<file path="src/rtl/core/rpc_pkg.sv">
// Shared types and constants of the rectangular/polar converter.
package rpc_pkg;

  // Operation codes carried with each item.
  localparam logic OP_TO_POLAR = 1'b0;
  localparam logic OP_TO_RECT  = 1'b1;

  // Field widths of the channels.
  localparam int IN_W   = 16;
  localparam int MAG_W  = 17;
  localparam int OUT_W  = 16;

  // Angle width inside the datapath: a full circle is 2^32.
  localparam int ZW = 32;

  // Guard bits on the CORDIC x and y words above the fraction bits.
  localparam int X_GUARD = 19;

  // Square root of a 32-bit sum of squares, two radicand bits per step.
  localparam int SQW        = 32;
  localparam int SQRT_STEPS = 16;

  // Width of the gain-correction product and the gain constant itself.
  localparam int PW = 51;
  localparam logic signed [33:0] INV_GAIN = 34'sh0_9B74_EDA8;

  // Arctangent table, atan(2^-i) in units of 2^-32 of a full circle.
  localparam int ATAN_ENTRIES = 30;
  localparam logic [ZW-1:0] ATAN_TAB [ATAN_ENTRIES] = '{
    32'h20000000, 32'h12E4051E, 32'h09FB385B, 32'h051111D4, 32'h028B0D43,
    32'h0145D7E1, 32'h00A2F61E, 32'h00517C55, 32'h0028BE53, 32'h00145F2F,
    32'h000A2F98, 32'h000517CC, 32'h00028BE6, 32'h000145F3, 32'h0000A2FA,
    32'h0000517D, 32'h000028BE, 32'h0000145F, 32'h00000A30, 32'h00000518,
    32'h0000028C, 32'h00000146, 32'h000000A3, 32'h00000051, 32'h00000029,
    32'h00000014, 32'h0000000A, 32'h00000005, 32'h00000003, 32'h00000001
  };

  // Control bits that travel with every item.
  typedef struct packed {
    logic op;
    logic zero;
  } rpc_ctrl_t;

endpackage

</file>
<file path="src/rtl/core/rpc_post.sv">
// Back end: rounding, saturation, result selection and output register.
module rpc_post #(
  parameter int DW = 16,
  localparam int XW = DW + rpc_pkg::X_GUARD
) (
  input  logic                              clk,
  input  logic                              rst_n,
  input  logic                              in_valid,
  output logic                              in_ready,
  input  rpc_pkg::rpc_ctrl_t                in_ctrl,
  input  logic signed [XW-1:0]              in_x,
  input  logic signed [XW-1:0]              in_y,
  input  logic [rpc_pkg::ZW-1:0]            in_z,
  input  logic [rpc_pkg::SQW-1:0]           in_rem,
  input  logic [rpc_pkg::SQW-1:0]           in_root,
  output logic                              out_valid,
  input  logic                              out_ready,
  output logic signed [rpc_pkg::MAG_W-1:0]  out_result_first,
  output logic signed [rpc_pkg::OUT_W-1:0]  out_result_second
);

  localparam logic signed [XW-1:0] HALF   = XW'(1) <<< (DW - 1);
  localparam logic signed [XW-1:0] SAT_HI = XW'(32767);
  localparam logic signed [XW-1:0] SAT_LO = XW'(-32768);
  localparam logic [rpc_pkg::ZW-1:0] PH_HALF = rpc_pkg::ZW'(32768);

  logic                              valid_r;
  logic signed [rpc_pkg::MAG_W-1:0]  first_r, first_nxt;
  logic signed [rpc_pkg::OUT_W-1:0]  second_r, second_nxt;

  logic signed [XW-1:0]              xr, yr;
  logic signed [rpc_pkg::OUT_W-1:0]  xs, ys;
  logic [rpc_pkg::MAG_W-1:0]         mag;
  logic [rpc_pkg::ZW-1:0]            ph;

  assign in_ready = !valid_r || out_ready;

  // Round half up, saturate, and pick the fields for the operation.
  always_comb begin
    xr  = (in_x + HALF) >>> DW;
    yr  = (in_y + HALF) >>> DW;
    xs  = (xr > SAT_HI) ? 16'sh7FFF : ((xr < SAT_LO) ? 16'sh8000 : xr[rpc_pkg::OUT_W-1:0]);
    ys  = (yr > SAT_HI) ? 16'sh7FFF : ((yr < SAT_LO) ? 16'sh8000 : yr[rpc_pkg::OUT_W-1:0]);
    // The root is rounded up when the remainder exceeds it.
    mag = in_root[rpc_pkg::MAG_W-1:0] + rpc_pkg::MAG_W'(in_rem > in_root);
    ph  = in_z + PH_HALF;
    if (in_ctrl.op == rpc_pkg::OP_TO_RECT) begin
      first_nxt  = rpc_pkg::MAG_W'(xs);
      second_nxt = ys;
    end else if (in_ctrl.zero) begin
      first_nxt  = '0;
      second_nxt = '0;
    end else begin
      first_nxt  = mag;
      second_nxt = ph[rpc_pkg::ZW-1 -: rpc_pkg::OUT_W];
    end
  end

  // Output register valid bit.
  always_ff @(posedge clk) begin
    if (!rst_n) begin
      valid_r <= 1'b0;
    end else if (in_ready) begin
      valid_r <= in_valid;
    end
  end

  // Output register payload.
  always_ff @(posedge clk) begin
    if (in_valid && in_ready) begin
      first_r  <= first_nxt;
      second_r <= second_nxt;
    end
  end

  assign out_valid         = valid_r;
  assign out_result_first  = first_r;
  assign out_result_second = second_r;

`ifndef SYNTHESIS
  // A zero vector converted to polar form comes out as all zeros.
  a_zero_vector: assert property (@(posedge clk) disable iff (!rst_n)
    (in_valid && in_ready && in_ctrl.op == rpc_pkg::OP_TO_POLAR && in_ctrl.zero)
    |=> (out_valid && out_result_first == '0 && out_result_second == '0))
    else $error("zero vector did not give zero magnitude and phase");

  // A magnitude is never negative and never beyond the largest possible one.
  a_mag_range: assert property (@(posedge clk) disable iff (!rst_n)
    (in_valid && in_ready && in_ctrl.op == rpc_pkg::OP_TO_POLAR)
    |=> (!out_result_first[rpc_pkg::MAG_W-1] && out_result_first <= 17'sd46341))
    else $error("magnitude out of range");

  // A stalled output register keeps its transfer.
  a_hold: assert property (@(posedge clk) disable iff (!rst_n)
    (valid_r && !out_ready) |=> (valid_r && $stable(first_r) && $stable(second_r)))
    else $error("output register changed while stalled");
`endif

endmodule

</file>
<file path="config.mk">
export PLATFORM = sky130hd
export DESIGN_NAME = rpc_post
export DESIGN_NICKNAME = d
export VERILOG_FILES = /design/src/rtl/core/rpc_pkg.sv /design/src/rtl/core/rpc_post.sv
export SDC_FILE = /design/constraint.sdc
export NUM_CORES = 1
export LEC_CHECK = 0
export ABC_CLOCK_PERIOD_IN_PS = 3950
export BUFFER_PORTS_ARGS = -buffer_cell sky130_fd_sc_hd__buf_2
export CORE_ASPECT_RATIO = 0.9
export CORE_UTILIZATION = 40
export CTS_CLUSTER_DIAMETER = 40
export CTS_CLUSTER_SIZE = 28
export DETAILED_ROUTE_END_ITERATION = 16
export PLACE_DENSITY_LB_ADDON = 0.12
export SKIP_LAST_GASP = 1
export SYNTH_ARGS = -nofsm -noshare
export SYNTH_HDL_FRONTEND = slang
export SYNTH_SLANG_ARGS = --single-unit
</file>
<file path="constraint.sdc">
create_clock -name clk -period 3.95 [get_ports clk]
set_clock_uncertainty 0.15 [all_clocks]
set_input_delay 0.79 -clock clk [delete_from_list [all_inputs] [get_ports clk]]
set_output_delay 0.79 -clock clk [all_outputs]
set_load 0.03 [all_outputs]
</file>
After elaboration in Yosys (flattened, before gate mapping)
Cells that the tools add are included.

operators by class
  add/subtract/negate cells = 4
  order comparisons = 5
  reduce and logical (&&, ||, !) cells = 3
  mux-type cells = 8

operators by type and width
  operator                                              number
  two-way mux 16 bit                                    6
  adder 35 x 17 -> 35 bit, second input constant        2
  > comparator 19 x 16 -> 1 bit, second input constant  2
  < comparator 19 x 16 -> 1 bit, second input constant  2
  two-way mux 17 bit                                    2
  adder 32 x 16 -> 32 bit, second input constant        1
  > comparator 32 bit                                   1
  adder 17 x 1 -> 17 bit                                1
  logical AND 1 bit                                     1
  logical NOT 1 bit                                     1
  logical OR 1 bit                                      1

storage, ports and cells
  output and inout port bits = 35
  bits of input ports = 172
  register bits = 34
  logic and storage cells = 23

Depth between registers and ports, before layout
Gate-level depths: netlist of the first run.

  depth in word-level cells = 5
  gate-level depth with buffers = 15
  mapped depth without buffers = 15

Worst setup path before layout of the first run
OpenSTA, ideal clock, no wires.

  kind = input to register
  start point = input port in_root[1] (netlist name)
  end point = register first_r (netlist bit out_result_first[9]), data pin
  slack = 0.389 ns
  stages on the path = 15
  arrival = 3.143 ns
  library setup time = 0.268 ns
  cell sequence = inv_1 > ha_1 > nor2b_1 > o211ai_1 > a221o_1 > a21o_1 > a31oi_1 > o31a_1 > ha_1 > nand3_1 > nor3b_1 > nand3_1 > xnor2_1 > nand2_1 > o211ai_1

on the way
  cells in the longest elaborated chain, start to end = 4

ends and longest elaborated chain
  item                      RTL line        source
  from (decl)               rpc_post.sv:15  input logic [rpc_pkg::SQW-1:0] in_root,
  > comparator 32 bit       rpc_post.sv:45  mag = in_root[rpc_pkg::MAG_W-1:0] + rpc_pkg::MAG_W'(in_rem > in_root);
  adder 17 x 1 -> 17 bit *  rpc_post.sv:45
  two-way mux 17 bit *      rpc_post.sv:50  end else if (in_ctrl.zero) begin
  two-way mux 17 bit *      rpc_post.sv:47  if (in_ctrl.op == rpc_pkg::OP_TO_RECT) begin
  via first_nxt, one bit    rpc_post.sv:28  logic signed [rpc_pkg::MAG_W-1:0] first_r, first_nxt;
  to (signal assigned)      rpc_post.sv:71  first_r <= first_nxt;
  to (decl)                 rpc_post.sv:28

The timed path passes the listed nets; every way through them passes the cells marked *.
A chain may end at the register's enable or synchronous reset.

Worst setup path after layout of the first run
  start point = input port in_root[30] (netlist name)
  end point = register first_r (netlist bit out_result_first[12]), data pin

on the way
  cells in the longest elaborated chain, start to end = 4

ends and longest elaborated chain
  item                    RTL line
  > comparator 32 bit     rpc_post.sv:45
  adder 17 x 1 -> 17 bit  rpc_post.sv:45
  two-way mux 17 bit      rpc_post.sv:50
  two-way mux 17 bit      rpc_post.sv:47
  via first_nxt, one bit  rpc_post.sv:28

The timed path passes the listed nets, and every way through them passes these cells.

==> metrics.md, run 1 <==
| Metric | Value |
|---|---|
| Post-synthesis cell type count | 50 |
| Setup repair bufs after CTS | 0 |
| Synthesized instance count | 403 |
| Pleak | approximately 2.1 nW |
| P&R area growth vs syn | 30.0% |
| Final min period | 3.65 ns |
| Max clock buf depth | 2 |
| Routed Wire Length | 9.78 mm |
| R2r startpoint | out_valid$_SDFFE_PN0N_ |
| H-tree levels | 2 |
| Hold-fix buffer count after cts | 0 |
| Core Footprint | 8610 um^2 |
| R2r setup slk | roughly 2.5 ns |
| Worst-path cell chain | buf_2 > inv_1 > ha_1 > nand4_1 > nor3_1 > nand4_1 > or4_1 > o31a_1 > ha_1 > ha_1 > nand4_1 > nor2_1 > nand3_1 > xnor2_1 > o221ai_1 |
| Slowest-stage cell, CP | or4_1 |
| First-pass GRT wire length | ~15 mm |
| Grt total ovfl | 0 |
| Register area share after synthesis | 0.283 |
| DRC Markers | 0 |
| Standard-cell rows | 32 |
| CP peak stage delay | 0.54 ns |
| Ant diodes | 0 |
| Syn. warnings | 0 |
| Input/output buffers | 161 |
| Top FF cell, synth | edfxtp_1 |
| Drt first-iter violations | 71 |
| Worst Setup Start Kind | input pin |
| DIE WIDTH | 102 um |
| Syn nets | 612 |
| FF-to-FF End | out_result_second[9]$_DFFE_PP_ |
| Status | finished clean |
| Stages on worst setup path | 15 |
| Initial antenna violation count | 0 |
| Post-Place Cell Area | about 4500 um^2 |
| Pin count of the biggest net entering global routing | 34 |
| Clk root buf | clkbuf_8 |
| Seq cells post-synth | 34 |
| Vias | 3,573 |
| Worst-path maximum fanout | 3 |
| Routed Antenna Nets | 0 |
| Worst R2R Path Depth | 3 |
| Measured slew at the worst slew-check pin | 0.754 ns |
| Die area | between 9000 and 10,000 um^2 |
| Fill cell count | 865 |
| Vias/cell | 5.19 |
| Worst-Skew Late Latency | roughly 0.27 ns |
| Worst setup path startpoint | in_root[30] |
| CP Capture Type | register |
| Clock-pin slew on the worst setup and hold paths | 0.07 ns |
| 1st-pass router iterations | 4 |
| Hold WC Path Type | register to register |
| Ports | between 200 and 250 |
| Hold_sp | out_valid$_SDFFE_PN0N_ |
| Slew HR | 0.495 |
| Effective utilization at floorplan | 0.414 |
| Final worst setup slack | 0.300 ns |
| Pre-CTS setup slack | -0.135 ns |
| Total Power | between 1 and 1.5 mW |
| Clk sink count | 34 |
| RSZ-0062 raised after global routing | no |
| FF/Latch Area | 1010 um^2 |
| Layout net count | 778 |
| Post-CTS Resized | 0 |
| Slew Limit Fails | 0 |
| Vias in the first global route | 3,395 |
| Worst path top cell family by delay | simple AND/OR/NAND/NOR gates |
| Final hold viol count | 0 |
| Ys async rst share | 0 |
| Max Cap Violations | 0 |
| GPL Wtd Cong | 0.840 |
| Die height | 91.6 um |
| Setup TNS | 0 ns |
| Setup CP Type | input pin to register |
| Max Freq | 274 MHz |
| Power Density | 237 nW/um^2 |
| Peak VDD IR | 149 uV |
| Worst Path Required | between 3 and 4 ns |
| Final instance area | between 4000 and 5000 um^2 |
| Crit path to | out_result_first[12]$_DFFE_PP_ |
| Tcrit/Tclk final | 0.924 |
| Final setup fails | 0 |
| Post-DP HPWL | 8.25 mm |
| Tot GR Track Use | 0.212 |
| Layout cells sized above 1 | 0.335 |
| Post-synth EDFFs | 33 |
| WP data arrival | 3.49 ns |
| Multi-input gate area | 2370 um^2 |
| Total CTS buffers | 5 |
| Bufs and invs on worst path | 2 |
| CTS tree | built |
| Mapped Area | 3570 um^2 |
| Synth Area per Inst | 8.85 um^2 |
| WL per Instance | roughly 14 um |
| Most frequent cells in the layout | buf_2, inv_1, nand2_1, ha_1, nand3_1 |
| Commonest non-fill, non-tap cell in the layout | buf_2 |
## through the flow
step | util | hold WS, ns | cells
2_1_floorplan | - | 0.735 | 403
3_3_place_gp | 0.527 | 0.356 | 681
3_5_place_dp | 0.527 | 0.373 | 681
4_1_cts | 0.538 | 0.383 | 689
5_1_grt | 0.539 | 0.440 | 689
6_report | 0.539 | 0.377 | 689
## per-layer routing
metal,GRT usage,vias up,part of all wire
met5,0,-,0
met4,0.0459,0,0.012
met3,0.0400,10,0.063
met2,0.348,131,0.46
met1,0.287,1607,0.47
li1,-,1825,-
## state kept, by name, indices dropped and copies added (netlist names)
name	cells
out_result_first	17
out_valid	1
out_result_second	16
## kinds of logic after synthesis
logic type	Yosys count	synth area share
AND/OR/NAND/NOR	152	0.233
AO/OA/AOI/OAI	71	0.149
XOR/XNOR	61	0.152
buffers and inverters	48	0.0537
adder cells (fa/ha/maj)	37	0.130
flip-flops	34	0.283
## report_power, final
group	switching (mW)	total (mW)	leakage (nW)	internal, mW
combinational	0.230	0.385	1.71	0.155
sequential	0.00577	0.440	0.333	0.434
clock	0.133	0.273	0.0472	0.140
## synthesized netlist by cell type (2+ instances only)
master / count / area (um^2)
o221ai_1: 16 / 140
o22ai_1: 2 / 12.5
o21ai_0: 7 / 35.0
nor2_1: 19 / 71.3
o211ai_1: 14 / 105
buf_2: 3 / 15.0
and4_1: 4 / 35.0
clkbuf_1: 6 / 22.5
inv_1: 37 / 139
a21oi_1: 11 / 55.1
nor4_1: 2 / 12.5
a221o_1: 3 / 30.0
and3_1: 13 / 81.3
nor2b_1: 3 / 18.8
xnor2_1: 32 / 280
and2_1: 2 / 12.5
nand2_1: 37 / 139
nor3b_2: 2 / 25.0
a21o_1: 7 / 52.6
or2_2: 2 / 12.5
nand3_1: 34 / 170
nand4_1: 18 / 113
nor3_1: 7 / 35.0
edfxtp_1: 33 / 991
ha_1: 37 / 463
xor2_1: 28 / 245
## worst min path at each step
stage	to	slack, ns	depth (start not counted)
final	out_valid$_SDFFE_PN0N_	0.38	2
after global routing	out_valid$_SDFFE_PN0N_	0.44	2
after CTS	out_valid$_SDFFE_PN0N_	0.38	2
after detailed placement	out_valid$_SDFFE_PN0N_	0.37	2
after global placement	out_valid$_SDFFE_PN0N_	0.36	2
after floorplan	out_valid$_SDFFE_PN0N_	0.73	2
## area by class of cell
type,instances,share of cell area
multi-input combinational,321,0.511
sequential,34,0.218
timing repair buffer,170,0.188
tap,119,0.0321
inverter,37,0.0300
clock buffer,6,0.0178
clock inverter,2,0.00270
## worst reg2reg max path, delay by kind of cell, from the launching register on
kind,cells,cell delay (ns)
buf+inv,1,0.39
flops,1,0.31
simple gates,2,0.23
No activity file was read; power rests on OpenSTA's default activity.
==> run 2, diff against run 1 <==
ABC_AREA = 1   (was not set)
==> run 2 against run 1 <==
Effect of this change:
- maximum frequency increased by 1.7%
- sequential power barely moved
- global-route usage grew 1.9 points
- cell count grew 32%
- non-clock buffer count shrank 2
- clock power up 63%
- register-to-register slack got worse by 0.30 ns
==> metrics.md, run 2 <==
| Metric | Value |
|---|---|
| Synthesized instance count | 614 |
| Initial antenna violation count | 0 |
| Final setup fails | 0 |
| CP peak stage delay | 0.29 ns |
| Post-Synth Simple-Gate Area | 0.396 |
| Fill cell count | just over 1,000 |
| Die height | 98.8 um |
| Die area | 10,800 um^2 |
| Hold WS | between 0.4 and 0.5 ns |
| Worst-Skew Late Latency | 0.28 ns |
| Top cell type's share of synthesized area | 0.238 |
| CP most frequent cell | nand2_1 |
| Tcrit/Tclk final | 0.909 |
| Synth area leader | edfxtp_1 |
| Setup TNS | 0 ns |
| Peak VDD IR | 207 uV |
| Drt first-iter violations | 195 |
| Register area share after synthesis | 0.243 |
| Post-synthesis mux area share | 0 |
| Post-DP HPWL | roughly 10 mm |
| Hold_sp | out_valid$_SDFFE_PN0N_ |
| Syn nets | 823 |
| Max Freq | 279 MHz |
| Setup CP Type | input pin to register |
| Vias in the first global route | 4,286 |
| Effective utilization at floorplan | 0.422 |
| Measured slew at the worst slew-check pin | 1.07 ns |
| Max clock buf depth | 2 |
| Worst Path Required | ~3.8 ns |
| CTS tree | built |
| Commonest non-fill, non-tap cell in the layout | nand2_1 |
| Synth Area per Inst | ~6.8 um^2 |
| Final instance area | 5300 um^2 |
| Post-Place Cell Area | a little over 5000 um^2 |
| Layout net count | about 990 |
| Clk sink count | 34 |
| Top FF cell, synth | edfxtp_1 |
| Worst R2R Path Depth | 1 |
| Total CTS buffers | 5 |
| Post-synthesis adder-cell area fraction | 0.111 |
| Largest Register | out_result_first |
| Hold WC Path Type | register to register |
| Pre-CTS setup slack | between 0.005 and 0.006 ns |
| CP Capture Type | register |
| Worst-path cell chain | buf_2 > inv_1 > ha_1 > nand2_1 > inv_1 > nand3_1 > nor3_2 > nand2_1 > nand2_1 > nand2_1 > a21boi_1 > ha_1 > ha_1 > nand2_1 > nor2_1 > nand4_1 > nor2_2 > nand2_1 > inv_1 > nand3_1 > nand3_1 > nand2_1 > clkinv_1 > nand2_1 |
| Layout cells sized above 1 | 0.274 |
| Final min period | 3.59 ns |
| Power Density | 249 nW/um^2 |
| DIE WIDTH | 110 um |
| Seq cells post-synth | 34 |
| Vias/cell | 4.98 |
| Status | finished clean |
| RSZ-0062 raised after global routing | no |
| Routed Wire Length | 12.1 mm |
| Grt total ovfl | 0 |
| Synth area leaders | edfxtp_1, nand2_1, ha_1, inv_1, nand3_1 |
| 1st-pass router iterations | 5 |
| Tot GR Track Use | 0.231 |
| Final worst setup slack | between 0.3 and 0.4 ns |
| Top post-synthesis cells by count | nand2_1, inv_1, nor2_1 |
| Ys async rst share | 0 |
| WL per Instance | 13.3 um |
| Compound-cell area share of the yosys netlist | 0.0778 |
| Worst-path maximum fanout | 4 |
| Max reg flops | 17 |
| Slew Limit Fails | 0 |
| Pin count of the biggest net entering global routing | 34 |
| Ports | 207 |
| Vias | 4,513 |
| Hold-fix buffer count after cts | 0 |
| Routed Antenna Nets | 0 |
| GPL Wtd Cong | 0.955 |
| Worst Hold Depth | 2 |
| Most frequent cells in the layout | nand2_1, buf_2, inv_1 |
| Max Cap Violations | 0 |
| Ant diodes | 0 |
| Clock-pin slew on the worst setup and hold paths | 0.06 ns |
| First-pass GRT wire length | slightly below 20 mm |
| P&R area growth vs syn | 27.4% |
| Most frequent cell after synthesis | nand2_1 |
| Final hold viol count | 0 |
| Slew HR | 0.285 |
| Slowest-stage cell, CP | ha_1 |
| Clk root buf | clkbuf_16 |
| WP data arrival | 3.48 ns |
| Main combinational cell family by area after synthesis | simple AND/OR/NAND/NOR gates |
| H-tree levels | 2 |
| Syn. warnings | 0 |
| FF-to-FF End | out_result_first[11]$_DFFE_PP_ |
| Mapped Area | 4160 um^2 |
| Post-synth EDFFs | 33 |
| Standard-cell rows | 34 |
| DRC Markers | 0 |
| Pleak | 2.73 nW |
| Synth Area in XOR/XNOR | 0.0670 |
| Input/output buffers | 161 |
| Core Footprint | 9870 um^2 |
| Worst Setup Start Kind | input pin |
| R2r setup slk | about 2.2 ns |
| FF/Latch Area | 1010 um^2 |
| R2r startpoint | out_valid$_SDFFE_PN0N_ |
| Post-synthesis cell type count | 42 |
| Hold worst-path end | out_valid$_SDFFE_PN0N_ |
| Multi-input gate area | 2740 um^2 |
run 2: cells by family (layout without fill, tap and decap cells):
logic type                 Yosys count  in the layout
buffers and inverters              107            274
and+or+nand+nor                    348            348
xor gates and xnor gates            31             31
AOI/OAI and AO/OA                   57             57
adders and majority gates           37             37
DFF                                 34             34
run 2: power by group:
| group | switching (mW) | internal (mW) | total, mW |
|---|---|---|---|
| Combinational | 0.276 | 0.156 | 0.432 |
| Sequential | 0.00717 | 0.435 | 0.442 |
| Clock | 0.149 | 0.297 | 0.446 |
run 2: per-layer routing:
metal,global-route usage,share of wire,routed length [um]
met1,0.329,0.48,5760
met2,0.363,0.42,5110
met3,0.0403,0.084,1020
met4,0.0523,0.015,179
met5,0,0,0
run 2: stage by stage:
step,power (mW),cells,utilization
detailed placement,0.879,898,0.518
CTS,1.33,906,0.535
global route,1.40,907,0.537
floorplan,0.713,614,-
finish,1.32,907,0.537
global placement,0.870,898,0.518
run 2: final cells by class:
class / count / area share
clock buffer: 5 / 0.0236
clock inverter: 3 / 0.00849
inverter: 98 / 0.0694
multi-input combinational: 473 / 0.516
sequential: 34 / 0.191
tap: 126 / 0.0297
timing repair buffer: 168 / 0.162
run 2: worst max-delay path by stage:
stage	from	end	slack (ns)	depth (start not counted)
4_1_cts	in_root[15]	out_result_first[10]$_DFFE_PP_	0.30	23
6_report	in_root[15]	out_result_first[12]$_DFFE_PP_	0.36	24
5_1_grt	in_root[5]	out_result_first[10]$_DFFE_PP_	0.01	23
3_5_place_dp	in_root[15]	out_result_first[12]$_DFFE_PP_	0.005	24
2_1_floorplan	in_root[9]	out_result_first[16]$_DFFE_PP_	0.33	19
3_3_place_gp	in_root[15]	out_result_first[12]$_DFFE_PP_	0.11	24
run 2: what timing repair did:
item,in CTS,in global routing
buffers inserted,0,1
resized for setup,0,5
setup endpoints to repair,0,5
run 2: critical path, delay by kind of cell:
kind / cells / cell delay (ns)
simple gates: 15 / 1.52
fa+ha+maj: 3 / 0.62
buf+inv: 5 / 0.39
compound gates: 1 / 0.15
==> run 3, diff against run 2 <==
CAP_MARGIN = 20   (was not set)
CORE_UTILIZATION = 48   (was 40)
==> run 3 against run 2 <==
Effect of this change:
- clock power fell by 45%
- sequential power barely moved
- cell area fell by 2.1%
- clock-buffer cell count rose by 1
- via count rose by 2.1%
- die area fell by 16%
- register-to-register slack barely moved
- sequential share of layout area rose by 0.41 points
- routed wire length fell by 4.1%
- hold slack barely moved
- first-iteration DRC count rose by 63%
- worst setup slack improved by 0.0047 ns
- largest cell class unchanged
- largest power group is now registers
==> metrics.md, run 3 (synthesis results as in run 2) <==
| Metric | Value |
|---|---|
| Standard-cell rows | 31 |
| 1st-pass router iterations | 6 |
| Slew Limit Fails | 0 |
| Ports | 207 |
| Vias | 4,610 |
| Measured slew at the worst slew-check pin | 1.04 ns |
| Max reg flops | 17 |
| Ant diodes | 0 |
| Final min period | 3.58 ns |
| GPL Wtd Cong | between 0.9 and 1 |
| Vias in the first global route | ~4,200 |
| First-pass GRT wire length | 18.7 mm |
| Max clock buf depth | 2 |
| Hold WC Path Type | register to register |
| DIE WIDTH | 100 um |
| Slowest-stage cell, CP | ha_1 |
| Setup TNS | 0 ns |
| RSZ-0062 raised after global routing | no |
| Status | finished clean |
| Setup CP Type | input pin to register |
| Routed Antenna Nets | 0 |
| CP most frequent cell | nand2_1 |
| Grt total ovfl | 0 |
| H-tree levels | 2 |
| Worst Path Required | 3.85 ns |
| Worst-path cell chain | buf_2 > inv_1 > ha_1 > nand2_1 > nor2_1 > nand2_1 > nor4_2 > nand2_1 > a21boi_0 > ha_1 > ha_1 > nand2_1 > nor2_1 > nand4_1 > nor2_1 > nand2_1 > inv_1 > nand3_1 > nand3_1 > nand2_1 > clkinv_1 > nand2_1 |
| Layout Utilization | 0.631 |
| Power Density | approximately 220 nW/um^2 |
| CP peak stage delay | 0.28 ns |
| Input/output buffers | 161 |
| Total Power | 1.12 mW |
| Vias/cell | 5.15 |
| Hold-fix buffer count after cts | 0 |
| Final hold viol count | 0 |
| Setup repair bufs after CTS | 0 |
| Tot GR Track Use | 0.257 |
| Layout cells sized above 1 | 0.271 |
| Post-DP HPWL | 9.91 mm |
| Max Cap Violations | 0 |
| Slew HR | 0.303 |
| Die area | 9050 um^2 |
| Clock-pin slew on the worst setup and hold paths | 0.08 ns |
| CTS tree | built |
| Worst Setup Start Kind | input pin |
| Clk root buf | clkbuf_8 |
| DRC Markers | 0 |
| CP Capture Type | register |
| Initial antenna violation count | 0 |
| Tcrit/Tclk final | 0.907 |
| Worst path top cell family by delay | simple AND/OR/NAND/NOR gates |
| Die height | 90.3 um |
| Drt first-iter violations | around 320 |
| Effective utilization at floorplan | 0.506 |
| Pin count of the biggest net entering global routing | 34 |
| Pleak | 2.70 nW |
| Max Freq | approximately 280 MHz |
| Routed Wire Length | 11.6 mm |
| Most frequent cells in the layout | nand2_1, buf_2, inv_1 |
| Largest Register | out_result_first |
| Bufs and invs on worst path | 4 |
| Clk sink count | 34 |
| Final setup fails | 0 |
| WP data arrival | roughly 3.5 ns |
| Worst-path maximum fanout | 4 |
| Total CTS buffers | 5 |
| WL per Instance | 12.9 um |
| Peak VDD IR | between 100 and 150 uV |
| P&R area growth vs syn | 24.7% |
| Worst-Skew Late Latency | ~0.28 ns |
| Layout net count | 988 |
| Core Footprint | 8220 um^2 |
| Commonest non-fill, non-tap cell in the layout | nand2_1 |
## run 3: changes by cell type in the layout (fill, tap and decap cells not counted), moves of 2 or more
cell        previous run  this run
clkinvlp_4             2         0
clkbuf_8               0         5
clkbuf_16              5         0
clkinv_2               0         2
## run 3: repair_timing
item                                    4_1_cts  5_1_grt
endpoints found under the setup margin        0        3
gates resized for setup                       0        2
endpoints found under the hold margin         0        0
## run 3: final cells by class
class                   count  area (um^2)
clock inverters             2         10.0
well taps                 115          144
multi-input cells         473         2740
inverters                  98          368
repair buffers            167          851
flip-flops and latches     34         1010
clock buffers               6         72.6
fillers                   790         3030
## run 3: path summary, 6_finish.rpt
check | cells after the start | slack, ns | endpoint | start
min | 2 | 0.41 | out_valid$_SDFFE_PN0N_ | out_valid$_SDFFE_PN0N_
min reg2reg | 2 | 0.41 | out_valid$_SDFFE_PN0N_ | out_valid$_SDFFE_PN0N_
max reg2reg | 1 | 2.24 | out_result_second[14]$_DFFE_PP_ | out_valid$_SDFFE_PN0N_
max | 22 | 0.37 | out_result_first[12]$_DFFE_PP_ | in_root[31]
## run 3: stage by stage
| stage | instance area [um^2] | hold slack (ns) | cells | worst slack [ns] |
|---|---|---|---|---|
| 2_1_floorplan | 4160 | 0.711 | 614 | 0.325 |
| 3_3_place_gp | 5100 | 0.386 | 887 | 0.0583 |
| 3_5_place_dp | 5100 | 0.406 | 887 | -0.0359 |
| 4_1_cts | 5180 | 0.416 | 895 | 0.260 |
| 5_1_grt | 5190 | 0.446 | 895 | 0.0373 |
| 6_report | 5190 | 0.412 | 895 | 0.366 |
## run 3: power breakdown
group,leakage (nW),internal (mW),switching (mW)
Clock,0.0450,0.122,0.125
Sequential,0.333,0.434,0.00830
Combinational,2.32,0.156,0.274
Total,2.70,0.712,0.408
## run 3: metal layers
| metal | vias up | part of all wire | global-route usage |
|---|---|---|---|
| met2 | 196 | 0.44 | 0.410 |
| li1 | 2351 | - | - |
| met1 | 2055 | 0.46 | 0.365 |
| met3 | 8 | 0.086 | 0.0433 |
| met4 | 0 | 0.0086 | 0.0459 |
| met5 | - | 0 | 0 |
